**src/rtl/ftpp_pkg.sv**
```systemverilog
`timescale 1ns / 1ps

package ftpp_pkg;

    // Longest size field a control packet may carry, in bytes.
    localparam int SIZE_BYTES_MAX = 4;
    localparam int SizeLenW       = $clog2(SIZE_BYTES_MAX + 1);

    // Depth of the queue between parser and output stage.
    localparam int QueueDepth = 4;
    localparam int QPtrW      = $clog2(QueueDepth);

    // Packet type and TLV tag codes.
    localparam logic [7:0] TYPE_DATA  = 8'h01;
    localparam logic [7:0] TYPE_START = 8'h02;
    localparam logic [7:0] TYPE_END   = 8'h03;
    localparam logic [7:0] TAG_SIZE   = 8'h00;
    localparam logic [7:0] TAG_NAME   = 8'h01;

    typedef enum logic [3:0] {
        PH_TYPE,
        PH_SIZE_TAG,
        PH_SIZE_LEN,
        PH_SIZE_VAL,
        PH_NAME_TAG,
        PH_NAME_LEN,
        PH_NAME,
        PH_SEQ,
        PH_LEN_HI,
        PH_LEN_LO,
        PH_PAYLOAD,
        PH_DROP
    } t_phase;

    typedef enum logic [2:0] {
        KIND_PAYLOAD  = 3'd0,
        KIND_NAME     = 3'd1,
        KIND_CTRL_HDR = 3'd2,
        KIND_DATA_HDR = 3'd3,
        KIND_ERROR    = 3'd4
    } t_kind;

    typedef enum logic [1:0] {
        ERR_BAD_TYPE  = 2'd0,
        ERR_SIZE_TAG  = 2'd1,
        ERR_SIZE_LONG = 2'd2,
        ERR_NAME_TAG  = 2'd3
    } t_err;

    // One result word, fields not used by its kind are zero.
    typedef struct packed {
        t_kind       kind;
        logic [7:0]  data;
        logic [31:0] file_size;
        logic [7:0]  name_length;
        logic        is_end;
        logic [7:0]  seq_number;
        logic [15:0] payload_length;
        t_err        error_code;
        logic        last;
    } t_result;

endpackage

```
**src/rtl/ftpp_in_if.sv**
```systemverilog
`timescale 1ns / 1ps

interface ftpp_in_if;
    logic       valid;
    logic       ready;
    logic [7:0] in_byte;
    logic       in_first;

    modport source (output valid, output in_byte, output in_first, input ready);
    modport sink   (input valid, input in_byte, input in_first, output ready);
endinterface

```
**src/rtl/ftpp_out_if.sv**
```systemverilog
`timescale 1ns / 1ps

interface ftpp_out_if;
    logic        valid;
    logic        ready;
    logic [2:0]  out_kind;
    logic [7:0]  out_byte;
    logic [31:0] file_size;
    logic [7:0]  name_length;
    logic        is_end;
    logic [7:0]  seq_number;
    logic [15:0] payload_length;
    logic [1:0]  error_code;
    logic        out_last;

    modport source (
        output valid, output out_kind, output out_byte, output file_size,
        output name_length, output is_end, output seq_number,
        output payload_length, output error_code, output out_last,
        input ready
    );
    modport sink (
        input valid, input out_kind, input out_byte, input file_size,
        input name_length, input is_end, input seq_number,
        input payload_length, input error_code, input out_last,
        output ready
    );
endinterface

```
**src/rtl/ftpp_front.sv**
```systemverilog
`timescale 1ns / 1ps

module ftpp_front import ftpp_pkg::*; (
    input  logic       i_clk,
    input  logic       i_rst_n,
    ftpp_in_if.sink    i_in,
    input  logic       i_q_full,
    output logic       o_push,
    output t_result    o_rec
);

    t_phase                r_phase, n_phase, eff_phase, step_phase;
    logic [15:0]           r_byte_count, n_byte_count;
    logic [31:0]           r_size_accum, n_size_accum;
    logic [SizeLenW-1:0]   r_size_len, n_size_len;
    logic                  r_end_flag, n_end_flag;
    logic [7:0]            r_seq_hold, n_seq_hold;
    logic [7:0]            r_length_high, n_length_high;

    logic                  accept;
    logic                  emit;
    logic [7:0]            b;
    logic [15:0]           cnt_inc, cnt_dec, data_len;

    assign i_in.ready = !i_q_full;
    assign accept     = i_in.valid && i_in.ready;
    assign b          = i_in.in_byte;
    assign eff_phase  = i_in.in_first ? PH_TYPE : r_phase;
    assign cnt_inc    = r_byte_count + 16'd1;
    assign cnt_dec    = r_byte_count - 16'd1;
    assign data_len   = {r_length_high, b};

    // next phase
    always_comb begin
        unique case (eff_phase)
            PH_TYPE: begin
                if (b == TYPE_DATA)                            step_phase = PH_SEQ;
                else if (b == TYPE_START || b == TYPE_END)     step_phase = PH_SIZE_TAG;
                else                                           step_phase = PH_DROP;
            end
            PH_SIZE_TAG: step_phase = (b == TAG_SIZE) ? PH_SIZE_LEN : PH_DROP;
            PH_SIZE_LEN: begin
                if (b > 8'(SIZE_BYTES_MAX)) step_phase = PH_DROP;
                else if (b == 8'd0)         step_phase = PH_NAME_TAG;
                else                        step_phase = PH_SIZE_VAL;
            end
            PH_SIZE_VAL: step_phase = (cnt_inc >= 16'(r_size_len)) ? PH_NAME_TAG : PH_SIZE_VAL;
            PH_NAME_TAG: step_phase = (b == TAG_NAME) ? PH_NAME_LEN : PH_DROP;
            PH_NAME_LEN: step_phase = (b == 8'd0) ? PH_TYPE : PH_NAME;
            PH_NAME:     step_phase = (cnt_dec == 16'd0) ? PH_TYPE : PH_NAME;
            PH_SEQ:      step_phase = PH_LEN_HI;
            PH_LEN_HI:   step_phase = PH_LEN_LO;
            PH_LEN_LO:   step_phase = (data_len == 16'd0) ? PH_TYPE : PH_PAYLOAD;
            PH_PAYLOAD:  step_phase = (cnt_dec == 16'd0) ? PH_TYPE : PH_PAYLOAD;
            PH_DROP:     step_phase = PH_DROP;
            default:     step_phase = PH_DROP;
        endcase
        n_phase = accept ? step_phase : r_phase;
    end

    // result word and field registers
    always_comb begin
        emit          = 1'b0;
        o_rec         = '0;
        n_byte_count  = r_byte_count;
        n_size_accum  = r_size_accum;
        n_size_len    = r_size_len;
        n_end_flag    = r_end_flag;
        n_seq_hold    = r_seq_hold;
        n_length_high = r_length_high;
        unique case (eff_phase)
            PH_TYPE: begin
                if (b == TYPE_START || b == TYPE_END) begin
                    n_end_flag = (b == TYPE_END);
                end else if (b != TYPE_DATA) begin
                    emit             = 1'b1;
                    o_rec.kind       = KIND_ERROR;
                    o_rec.error_code = ERR_BAD_TYPE;
                    o_rec.last       = 1'b1;
                end
            end
            PH_SIZE_TAG: begin
                if (b != TAG_SIZE) begin
                    emit             = 1'b1;
                    o_rec.kind       = KIND_ERROR;
                    o_rec.error_code = ERR_SIZE_TAG;
                    o_rec.last       = 1'b1;
                end
            end
            PH_SIZE_LEN: begin
                if (b > 8'(SIZE_BYTES_MAX)) begin
                    emit             = 1'b1;
                    o_rec.kind       = KIND_ERROR;
                    o_rec.error_code = ERR_SIZE_LONG;
                    o_rec.last       = 1'b1;
                end else begin
                    n_size_len   = b[SizeLenW-1:0];
                    n_size_accum = '0;
                    n_byte_count = '0;
                end
            end
            PH_SIZE_VAL: begin
                n_size_accum = {r_size_accum[23:0], b};
                n_byte_count = cnt_inc;
            end
            PH_NAME_TAG: begin
                if (b != TAG_NAME) begin
                    emit             = 1'b1;
                    o_rec.kind       = KIND_ERROR;
                    o_rec.error_code = ERR_NAME_TAG;
                    o_rec.last       = 1'b1;
                end
            end
            PH_NAME_LEN: begin
                emit              = 1'b1;
                o_rec.kind        = KIND_CTRL_HDR;
                o_rec.file_size   = r_size_accum;
                o_rec.name_length = b;
                o_rec.is_end      = r_end_flag;
                o_rec.last        = (b == 8'd0);
                if (b != 8'd0) n_byte_count = 16'(b);
            end
            PH_NAME, PH_PAYLOAD: begin
                emit         = 1'b1;
                o_rec.kind   = (eff_phase == PH_NAME) ? KIND_NAME : KIND_PAYLOAD;
                o_rec.data   = b;
                o_rec.last   = (cnt_dec == 16'd0);
                n_byte_count = cnt_dec;
            end
            PH_SEQ:    n_seq_hold    = b;
            PH_LEN_HI: n_length_high = b;
            PH_LEN_LO: begin
                emit                 = 1'b1;
                o_rec.kind           = KIND_DATA_HDR;
                o_rec.seq_number     = r_seq_hold;
                o_rec.payload_length = data_len;
                o_rec.last           = (data_len == 16'd0);
                if (data_len != 16'd0) n_byte_count = data_len;
            end
            PH_DROP: ;
            default: ;
        endcase
        o_push = accept && emit;
    end

    always_ff @(posedge i_clk) begin
        if (!i_rst_n) begin
            r_phase       <= PH_TYPE;
            r_byte_count  <= '0;
            r_size_accum  <= '0;
            r_size_len    <= '0;
            r_end_flag    <= 1'b0;
            r_seq_hold    <= '0;
            r_length_high <= '0;
        end else begin
            r_phase <= n_phase;
            if (accept) begin
                r_byte_count  <= n_byte_count;
                r_size_accum  <= n_size_accum;
                r_size_len    <= n_size_len;
                r_end_flag    <= n_end_flag;
                r_seq_hold    <= n_seq_hold;
                r_length_high <= n_length_high;
            end
        end
    end

endmodule

```
**src/rtl/ftpp_queue.sv**
```systemverilog
`timescale 1ns / 1ps

module ftpp_queue import ftpp_pkg::*; (
    input  logic    i_clk,
    input  logic    i_rst_n,
    input  logic    i_push,
    input  t_result i_rec,
    input  logic    i_pop,
    output logic    o_full,
    output logic    o_empty,
    output t_result o_rec
);

    t_result            r_mem [QueueDepth];
    logic [QPtrW-1:0]   r_wr_ptr, n_wr_ptr;
    logic [QPtrW-1:0]   r_rd_ptr, n_rd_ptr;
    logic [QPtrW:0]     r_count, n_count;

    assign o_full  = (r_count == (QPtrW+1)'(QueueDepth));
    assign o_empty = (r_count == '0);
    assign o_rec   = r_mem[r_rd_ptr];

    always_comb begin
        n_wr_ptr = i_push ? r_wr_ptr + 1'b1 : r_wr_ptr;
        n_rd_ptr = i_pop  ? r_rd_ptr + 1'b1 : r_rd_ptr;
        n_count  = r_count + (QPtrW+1)'(i_push) - (QPtrW+1)'(i_pop);
    end

    always_ff @(posedge i_clk) begin
        if (i_push) r_mem[r_wr_ptr] <= i_rec;
    end

    always_ff @(posedge i_clk) begin
        if (!i_rst_n) begin
            r_wr_ptr <= '0;
            r_rd_ptr <= '0;
            r_count  <= '0;
        end else begin
            r_wr_ptr <= n_wr_ptr;
            r_rd_ptr <= n_rd_ptr;
            r_count  <= n_count;
        end
    end

endmodule

```
**src/rtl/ftpp_back.sv**
```systemverilog
`timescale 1ns / 1ps

module ftpp_back import ftpp_pkg::*; (
    input  logic       i_clk,
    input  logic       i_rst_n,
    input  logic       i_rec_valid,
    input  t_result    i_rec,
    output logic       o_pop,
    ftpp_out_if.source o_out
);

    logic    r_valid, n_valid;
    t_result r_rec;
    logic    load;

    // refill the output register whenever it is empty or being drained
    assign load  = i_rec_valid && (!r_valid || o_out.ready);
    assign o_pop = load;

    always_comb begin
        if (load)             n_valid = 1'b1;
        else if (o_out.ready) n_valid = 1'b0;
        else                  n_valid = r_valid;
    end

    always_ff @(posedge i_clk) begin
        if (!i_rst_n) r_valid <= 1'b0;
        else          r_valid <= n_valid;
    end

    always_ff @(posedge i_clk) begin
        if (load) r_rec <= i_rec;
    end

    assign o_out.valid          = r_valid;
    assign o_out.out_kind       = r_rec.kind;
    assign o_out.out_byte       = r_rec.data;
    assign o_out.file_size      = r_rec.file_size;
    assign o_out.name_length    = r_rec.name_length;
    assign o_out.is_end         = r_rec.is_end;
    assign o_out.seq_number     = r_rec.seq_number;
    assign o_out.payload_length = r_rec.payload_length;
    assign o_out.error_code     = r_rec.error_code;
    assign o_out.out_last       = r_rec.last;

endmodule

```
**src/rtl/file_transfer_packet_parser.sv**
```systemverilog
`timescale 1ns / 1ps

// channel | dir | modport | word contents
// i_in    | in  | sink    | in_byte, in_first
// o_out   | out | source  | out_kind, out_byte, file_size, name_length, is_end,
//         |     |         | seq_number, payload_length, error_code, out_last
//
// One byte per cycle while the result queue has room. The parser FSM steps once per accepted byte.
// A result word reaches o_out from its byte through the queue and the out reg.
// Synchronous active-low reset; parser waits for a type byte afterwards.
// i_in.ready drops only when the 4-entry result queue is full, i.e. under a
// long o_out stall; bytes that yield no result still need a free slot.

module file_transfer_packet_parser import ftpp_pkg::*; (
    input  logic       i_clk,
    input  logic       i_rst_n,
    ftpp_in_if.sink    i_in,
    ftpp_out_if.source o_out
);

    // parser -> queue
    logic    push;
    t_result push_rec;
    logic    q_full;

    // queue -> output stage
    logic    q_empty;
    logic    pop;
    t_result head_rec;

    // front: byte-serial packet FSM, builds one result word per emitting byte
    ftpp_front u_front (
        .i_clk    (i_clk),
        .i_rst_n  (i_rst_n),
        .i_in     (i_in),
        .i_q_full (q_full),
        .o_push   (push),
        .o_rec    (push_rec)
    );

    // short FIFO decouples parsing from downstream stalls
    ftpp_queue u_queue (
        .i_clk   (i_clk),
        .i_rst_n (i_rst_n),
        .i_push  (push),
        .i_rec   (push_rec),
        .i_pop   (pop),
        .o_full  (q_full),
        .o_empty (q_empty),
        .o_rec   (head_rec)
    );

    // back: registered output word
    ftpp_back u_back (
        .i_clk       (i_clk),
        .i_rst_n     (i_rst_n),
        .i_rec_valid (!q_empty),
        .i_rec       (head_rec),
        .o_pop       (pop),
        .o_out       (o_out)
    );

endmodule

```
**src/flat_wrapper.sv**
```systemverilog
// flat-port wrapper written by rule: the top's interface ports become plain ports
module file_transfer_packet_parser_flat import ftpp_pkg::*;
  (i_clk, i_rst_n, i_in_valid, i_in_in_byte, i_in_in_first, i_in_ready, o_out_valid, o_out_out_kind, o_out_out_byte, o_out_file_size, o_out_name_length, o_out_is_end, o_out_seq_number, o_out_payload_length, o_out_error_code, o_out_out_last, o_out_ready);
  ftpp_in_if i_in_i ();
  ftpp_out_if o_out_i ();
  input  logic i_clk;
  input  logic i_rst_n;
  input wire logic [$bits(i_in_i.valid)-1:0] i_in_valid;
  input wire logic [$bits(i_in_i.in_byte)-1:0] i_in_in_byte;
  input wire logic [$bits(i_in_i.in_first)-1:0] i_in_in_first;
  output wire logic [$bits(i_in_i.ready)-1:0] i_in_ready;
  output wire logic [$bits(o_out_i.valid)-1:0] o_out_valid;
  output wire logic [$bits(o_out_i.out_kind)-1:0] o_out_out_kind;
  output wire logic [$bits(o_out_i.out_byte)-1:0] o_out_out_byte;
  output wire logic [$bits(o_out_i.file_size)-1:0] o_out_file_size;
  output wire logic [$bits(o_out_i.name_length)-1:0] o_out_name_length;
  output wire logic [$bits(o_out_i.is_end)-1:0] o_out_is_end;
  output wire logic [$bits(o_out_i.seq_number)-1:0] o_out_seq_number;
  output wire logic [$bits(o_out_i.payload_length)-1:0] o_out_payload_length;
  output wire logic [$bits(o_out_i.error_code)-1:0] o_out_error_code;
  output wire logic [$bits(o_out_i.out_last)-1:0] o_out_out_last;
  input wire logic [$bits(o_out_i.ready)-1:0] o_out_ready;
  assign i_in_i.valid = i_in_valid;
  assign i_in_i.in_byte = i_in_in_byte;
  assign i_in_i.in_first = i_in_in_first;
  assign i_in_ready = i_in_i.ready;
  assign o_out_valid = o_out_i.valid;
  assign o_out_out_kind = o_out_i.out_kind;
  assign o_out_out_byte = o_out_i.out_byte;
  assign o_out_file_size = o_out_i.file_size;
  assign o_out_name_length = o_out_i.name_length;
  assign o_out_is_end = o_out_i.is_end;
  assign o_out_seq_number = o_out_i.seq_number;
  assign o_out_payload_length = o_out_i.payload_length;
  assign o_out_error_code = o_out_i.error_code;
  assign o_out_out_last = o_out_i.out_last;
  assign o_out_i.ready = o_out_ready;
  file_transfer_packet_parser u_core (.i_clk(i_clk), .i_rst_n(i_rst_n), .i_in(i_in_i), .o_out(o_out_i));
endmodule
```
**config.mk**
```make
export PLATFORM = sky130hd
export DESIGN_NAME = file_transfer_packet_parser_flat
export DESIGN_NICKNAME = d
export VERILOG_FILES = /design/src/rtl/ftpp_pkg.sv /design/src/rtl/ftpp_in_if.sv /design/src/rtl/ftpp_out_if.sv /design/src/rtl/ftpp_front.sv /design/src/rtl/ftpp_queue.sv /design/src/rtl/ftpp_back.sv /design/src/rtl/file_transfer_packet_parser.sv /design/src/flat_wrapper.sv
export SDC_FILE = /design/constraint.sdc
export NUM_CORES = 1
export LEC_CHECK = 0
export ABC_CLOCK_PERIOD_IN_PS = 8150
export BUFFER_PORTS_ARGS = -buffer_cell sky130_fd_sc_hd__buf_4
export CAP_MARGIN = 10
export CORE_MARGIN = 4
export CORE_UTILIZATION = 55
export DETAILED_ROUTE_END_ITERATION = 16
export PLACE_DENSITY = 0.76
export SLEW_MARGIN = 20
export SYNTH_ARGS = -nofsm -noshare
export SYNTH_HDL_FRONTEND = slang
export SYNTH_HIERARCHICAL = 1
export SYNTH_SLANG_ARGS = --single-unit
```
**constraint.sdc**
```tcl
create_clock -name i_clk -period 8.15 [get_ports i_clk]
set_input_delay 2.445 -clock i_clk [delete_from_list [all_inputs] [get_ports i_clk]]
set_output_delay 2.445 -clock i_clk [all_outputs]
set_load 0.05 [all_outputs]
```
Word level (Yosys, flattened, before mapping)
Memories as Yosys holds them, arrays and structs flattened. A register that Yosys moved wholly into a read port is not among the register bits.
Index checks and enable logic that the tools add are counted.
W data, S select, Z words.
Cells by class
  bitwise operators: 1
  add/subtract/negate cells: 6
  magnitude comparators: 2
  multiplexer cells: 44
  eq/ne operators: 18
  reductions and logical operators: 26
Operators by type and width (number)
  $pmux W16 S5: 1
  $pmux W32 S2: 1
  $mux W16: 3
  $pmux W4 S11: 1
  $mux W41: 1
  $logic_not A16 Y1: 2
  $mux W32: 1
  $mux W4: 8
  $mux W3: 10
  $mux W24: 1
  $pmux W3 S7: 1
  $add A16 B1 Y16 const B: 1
  $eq A4 B3 Y1 const B: 4
  $eq A8 B2 Y1 const B: 2
  $ge A16 B3 Y1: 1
  $reduce_bool A16 Y1: 1
  $sub A16 B1 Y16 const B: 1
  $eq A4 B4 Y1 const B: 3
  $mux W1: 11
  $reduce_and A3 Y1: 3
  $eq A4 B2 Y1 const B: 2
  $eq A8 B1 Y1 const B: 1
  $gt A8 B3 Y1 const B: 1
  $logic_not A8 Y1: 1
  25 further kinds: 35
Word-level totals
  bits of input ports: 13
  register bits: 80
  bits in writable memories: 316
  output and inout port bits: 81
  memories kept: 1
  logic and storage cells: 109
Memories
  u_core.u_queue.r_mem: words 4, width 79, read ports 1, clocked after Yosys merged registers in 1, write ports 1, RTL line ftpp_queue.sv:14  | t_result r_mem [QueueDepth];

Depth between registers and ports, before layout
  depth in word-level cells: 7
  mapped depth: 12
  depth with buffers taken out: 11

Hierarchy
Netlist, hierarchy kept.
Modules (own cells, without submodules)
  ftpp_queue: seq. area each 9669.3 um^2, instances 1, cells an instance 456, area each 11825.1 um^2
  ftpp_front: seq. area each 1441.4 um^2, instances 1, cells an instance 649, area each 4844.6 um^2
  ftpp_back: seq. area each 2392.3 um^2, instances 1, cells an instance 83, area each 2419.8 um^2
  file_transfer_packet_parser: seq. area each 0.0 um^2, instances 1, cells an instance 1, area each 3.8 um^2

Least setup slack after synthesis
No wires, ideal clock.
  path type: input-to-reg
  from: in o_out_ready
  to: reg u_core.u_queue.r_count[2]
  setup time: 0.117 ns
  path buffers: 0
  data arrival time: 7.648 ns
  stages: 8
  setup slack: 0.385 ns
  required time: 8.033 ns
  path through: nor2b_4 > nor2b_1 > ha_1 > inv_1 > ha_1 > fa_1 > xor3_1 > nor2_1
On the way
  cells in the longest elaborated chain, start to end: 3
RTL lines
  start: declaration: RTL line flat_wrapper.sv:22  | input wire logic [$bits(o_out_i.ready)-1:0] o_out_ready;
  $logic_or A1 B1 Y1: RTL line ftpp_back.sv:17  | assign load = i_rec_valid && (!r_valid || o_out.ready);
  $logic_and A1 B1 Y1: RTL line ftpp_back.sv:17
  net u_core.pop: RTL line file_transfer_packet_parser.sv:28  | logic pop;
  $sub A3 B1 Y3: RTL line ftpp_queue.sv:26  | n_count = r_count + (QPtrW+1)'(i_push) - (QPtrW+1)'(i_pop);
  end signal: assignment: RTL line ftpp_queue.sv:41  | r_count <= n_count;
  end: declaration: RTL line ftpp_queue.sv:17  | logic [QPtrW:0] r_count, n_count;
The timed path passes the listed nets, and every way through them passes these cells.
A chain may end at the register's enable or synchronous reset.

Worst setup path in the final report
  from: in i_in_in_first
  to: mem u_core/u_queue/r_mem[0][51] (netlist name), enable pin
On the way
  cells in the longest elaborated chain, start to end: 7
  elaborated cells on any way between the ends: 14
  those cells by class: 7 x eq/ne; 4 x mux; 3 x reduce/logical
RTL lines
  start: declaration: RTL line flat_wrapper.sv:10  | input wire logic [$bits(i_in_i.in_first)-1:0] i_in_in_first;
  $mux W4 *: RTL line ftpp_front.sv:28  | assign eff_phase = i_in.in_first ? PH_TYPE : r_phase;
  $eq A4 B3 Y1 or $eq A4 B4 Y1 (tied branches): RTL line ftpp_front.sv:71  | unique case (eff_phase)
  $reduce_or A4 Y1 (no source line)
  $pmux W1 S5 *: RTL line ftpp_front.sv:71
  $logic_and A1 B1 Y1 *: RTL line ftpp_front.sv:143  | o_push = accept && emit;
  net u_core.push: RTL line file_transfer_packet_parser.sv:22  | logic push;
  $mux W1 *: RTL line ftpp_queue.sv:30  | if (i_push) r_mem[r_wr_ptr] <= i_rec;
  $mux W1 (implied by the code) *: RTL line ftpp_queue.sv:30
  end: declaration: RTL line ftpp_queue.sv:14
Mark *: on every way through the listed nets, which the timed path passes. The rest lies on a longest branch.

==> flow_metrics.py <==
metrics = {
    "timing": {
        "slew_headroom_pct": 31.73,
        "period_share_pct": 67.39,
        "slew_violations": 0,
        "worstMarginPinSlew_ns": 1.018,
        "setup_viol": 0,
        "min_period_ns": 5.492,
        "clock_skew_ns": 0.01714,
        "max_freq_mhz": 182.1,
        "finalHoldViolCount": 0,
        "rsz0062_at_grt": "no",
        "setup-tns-final_ns": 0,
    },
    "clock_network": {
        "htreeDepth": 2,
        "clk_pin_slew_worst_paths_ns": 0.06,
        "cts_buffers": 47,
        "cts_root_buffer": "clkbuf_16",
        "cts_resized": 0,
        "post-cts-setup-buffers": 0,
        "ctsLongestPathBuffers": 3,
        "clock-sinks": 477,
        "clock_latency_ns": 0.56,
        "postCtsHoldBufs": 0,
        "cts_tree": "done",
    },
    "synthesis": {
        "synth.distinct_cells": 72,
        "synthArstFlopShare_pct": 0,
        "ys_seq_elements": 477,
        "synthCells": 1189,
        "avgSynthCellArea_sq_um": 16.06,
        "syn-num-nets": 1215,
        "ys_seq_area_share_pct": 70.72,
        "synthFlopType": "edfxtp_1",
        "synth-edff-count": 395,
        "syn_area_sq_mm": 0.01909,
        "yosys_warnings": 6,
    },
    "detailed_routing": {
        "first_pass_iters": 5,
        "via_per_inst": 6.026,
        "via_count": 10520,
        "drtIter0Drc": 1229,
        "wirelength_um": 38940,
        "drc": 0,
        "ant_nets": 0,
        "post_drt_wl_per_cell_um": 22.31,
    },
    "setup_path": {
        "path_buf_inv": 2,
        "end_kind": "register",
        "slowest_delay_ns": 0.86,
        "crit_family": "simple AND/OR/NAND/NOR gates",
        "r2r_slack_ns": 3.58,
        "worstSetupPathType": "input pin to register",
        "cp_data_required_time_ns": 8.39,
        "cp_cell_sequence": "buf_4, nor3b_4, and2_1, or2_2, nor2_2, a211oi_1, and2_4, buf_12",
        "worstPathMaxFanout": 41,
        "cp-start-kind": "input pin",
        "arrival_ns": 5.73,
        "slowest_stage": "a211oi_1",
    },
    "pwr": {
        "pwr-share-seq_pct": 45.0,
        "p_clk_share_pct": 27.2,
        "pwr-share-comb_pct": 27.9,
        "p_per_area_mw_per_mm2": 341.7,
        "p_leak_uw": 0.007584,
        "power_switching_uw": 2403,
        "internal_power_uw": 4967,
        "p_sw_share_pct": 32.60,
        "peakVddDrop_v": 0.0004312,
    },
    "finish": {
        "layout.area.seq_sq_mm": 0.01351,
        "area_delta_synth_final_pct": 12.95,
        "final_cell_mix": "395 x edfxtp_1, 101 x buf_4, 80 x dfxtp_1",
        "final_layout_size_suffix_gt1_share_pct": 21.74,
        "fin_nets": 1286,
        "fill_cells": 2407,
        "multi_input_area_sq_mm": 0.005124,
        "final_common_cell": "edfxtp_1",
        "n_antenna_cell": 0,
        "stdcell_count": 1745,
    },
    "job": {
        "drv_cap": 0,
    },
    "global_route": {
        "grt.overflow.total": 0,
        "grt_first_pass_wirelength_um": 61290,
        "grt_max_degree": 84,
        "grt_pass1_vias": 10410,
        "antenna_found_initial": 0,
        "grt_use_total_pct": 20.51,
    },
    "placement": {
        "gp_congestion": 0.8840,
        "io_buffers": 93,
        "dpl.hpwl_um": 23760,
        "placed_cells": 1659,
    },
    "hold_path": {
        "hold_class": "register to register",
    },
    "die": {
        "die_w_um": 194.3,
        "placementRows": 67,
        "dieArea_sq_mm": 0.03776,
        "initial_core_util_pct": 56.38,
        "fp.coreArea_sq_mm": 0.03387,
        "top_level_ports": 94,
        "die_y_um": 194.3,
    },
    "outcome": {
        "status": "finished clean",
    },
}
-- power by group through the flow --
stage	clock [uW]	sequential (uW)	combinational [uW]
global placement	0	3360	2060
finish	2000	3320	2050
CTS	2040	3330	2080
global route	2160	3360	2160
floorplan	0	4080	778
detailed placement	0	3370	2080
-- through the flow --
step | area, sq um | setup slack [ns] | util (%) | hold slack, ns | total power [uW]
final | 21570 | 2.658 | 63.68 | 0.4458 | 7370
after global placement | 20120 | 2.287 | 59.41 | 0.4351 | 5416
after floorplan | 19090 | 0.3846 | - | 0.4274 | 4863
after detailed placement | 20120 | 2.152 | 59.41 | 0.4408 | 5447
after CTS | 21550 | 2.735 | 63.64 | 0.4471 | 7453
after global routing | 21570 | 2.533 | 63.68 | 0.4642 | 7680
-- Yosys cell counts, types with 21 or more instances --
cell type	n	area share (%)
edfxtp_1	395	62
dfxtp_1	82	8.6
mux4_2	79	9.3
and3_1	71	2.3
nand2_1	61	1.2
a21oi_1	59	1.5
nor2_1	58	1.1
nand3_1	49	1.3
clkbuf_1	44	0.87
buf_2	27	0.71
inv_1	23	0.45
mux2i_1	21	1.1
o21ai_0	21	0.55
-- final cells by class --
cell class              instances  area share (%)
clock buffers                  67           5.947
clock inverters                19          0.7020
inverters                      23          0.4061
multi-input cells             605           23.76
flip-flops and latches        477           62.65
well taps                     448           2.599
repair buffers                106           3.939
-- worst paths after layout --
check | start | to | cells past startpoint
hold / removal | u_core/u_front/r_size_accum[31] | u_core/u_front/r_size_accum[31] | 2
setup / recovery | i_in_in_first | u_core/u_queue/r_mem[0][51] | 8
setup reg to reg | u_core/u_front/r_phase[0] | u_core/u_queue/r_mem[0][51] | 8
hold reg to reg | u_core/u_front/r_size_accum[31] | u_core/u_front/r_size_accum[31] | 2
-- per-layer routing --
| metal | wire (um) | part of all wire [%] | global-route usage (%) |
|---|---|---|---|
| met5 | 0 | 0 | 0 |
| met4 | 911 | 2.3 | 5.495 |
| met3 | 2552 | 6.6 | 2.891 |
| met2 | 18710 | 48 | 32.43 |
| met1 | 16760 | 43 | 30.61 |
-- flip-flops by register name (all words and copies together) (netlist names), 4 cells and up, named ones only --
signal and count:
u_core/u_queue/r_mem 316, u_core/u_back/o_out.file_size 32, u_core/u_front/r_size_accum 32, u_core/u_back/o_out.payload_length 16
u_core/u_front/r_byte_count 16, u_core/u_back/o_out.name_length 8, u_core/u_back/o_out.out_byte 8, u_core/u_back/o_out.seq_number 8
u_core/u_front/r_length_high 8, u_core/u_front/r_seq_hold 8, u_core/u_front/r_phase 4
-- cell families (layout without fill, tap and decap cells) --
family	count (synthesis)	after routing	synth area share (%)
muxes	100	100	10.42
xor gates and xnor gates	23	23	1.134
DFF	477	477	70.72
and+or+nand+nor	328	328	9.266
AOI/OAI and AO/OA	141	141	4.902
adders and majority gates	13	13	0.8912
buffers and inverters	107	215	2.667
-- worst register-to-register path: cells and delay by family (launching register included) --
kind | cells | cell delay (ns)
buffers and inverters | 3 | 1.21
AND/OR/NAND/NOR | 2 | 1.14
flip-flops | 1 | 0.69
AO/OA/AOI/OAI | 3 | 1.19
No activity file was read; power rests on OpenSTA's default activity.
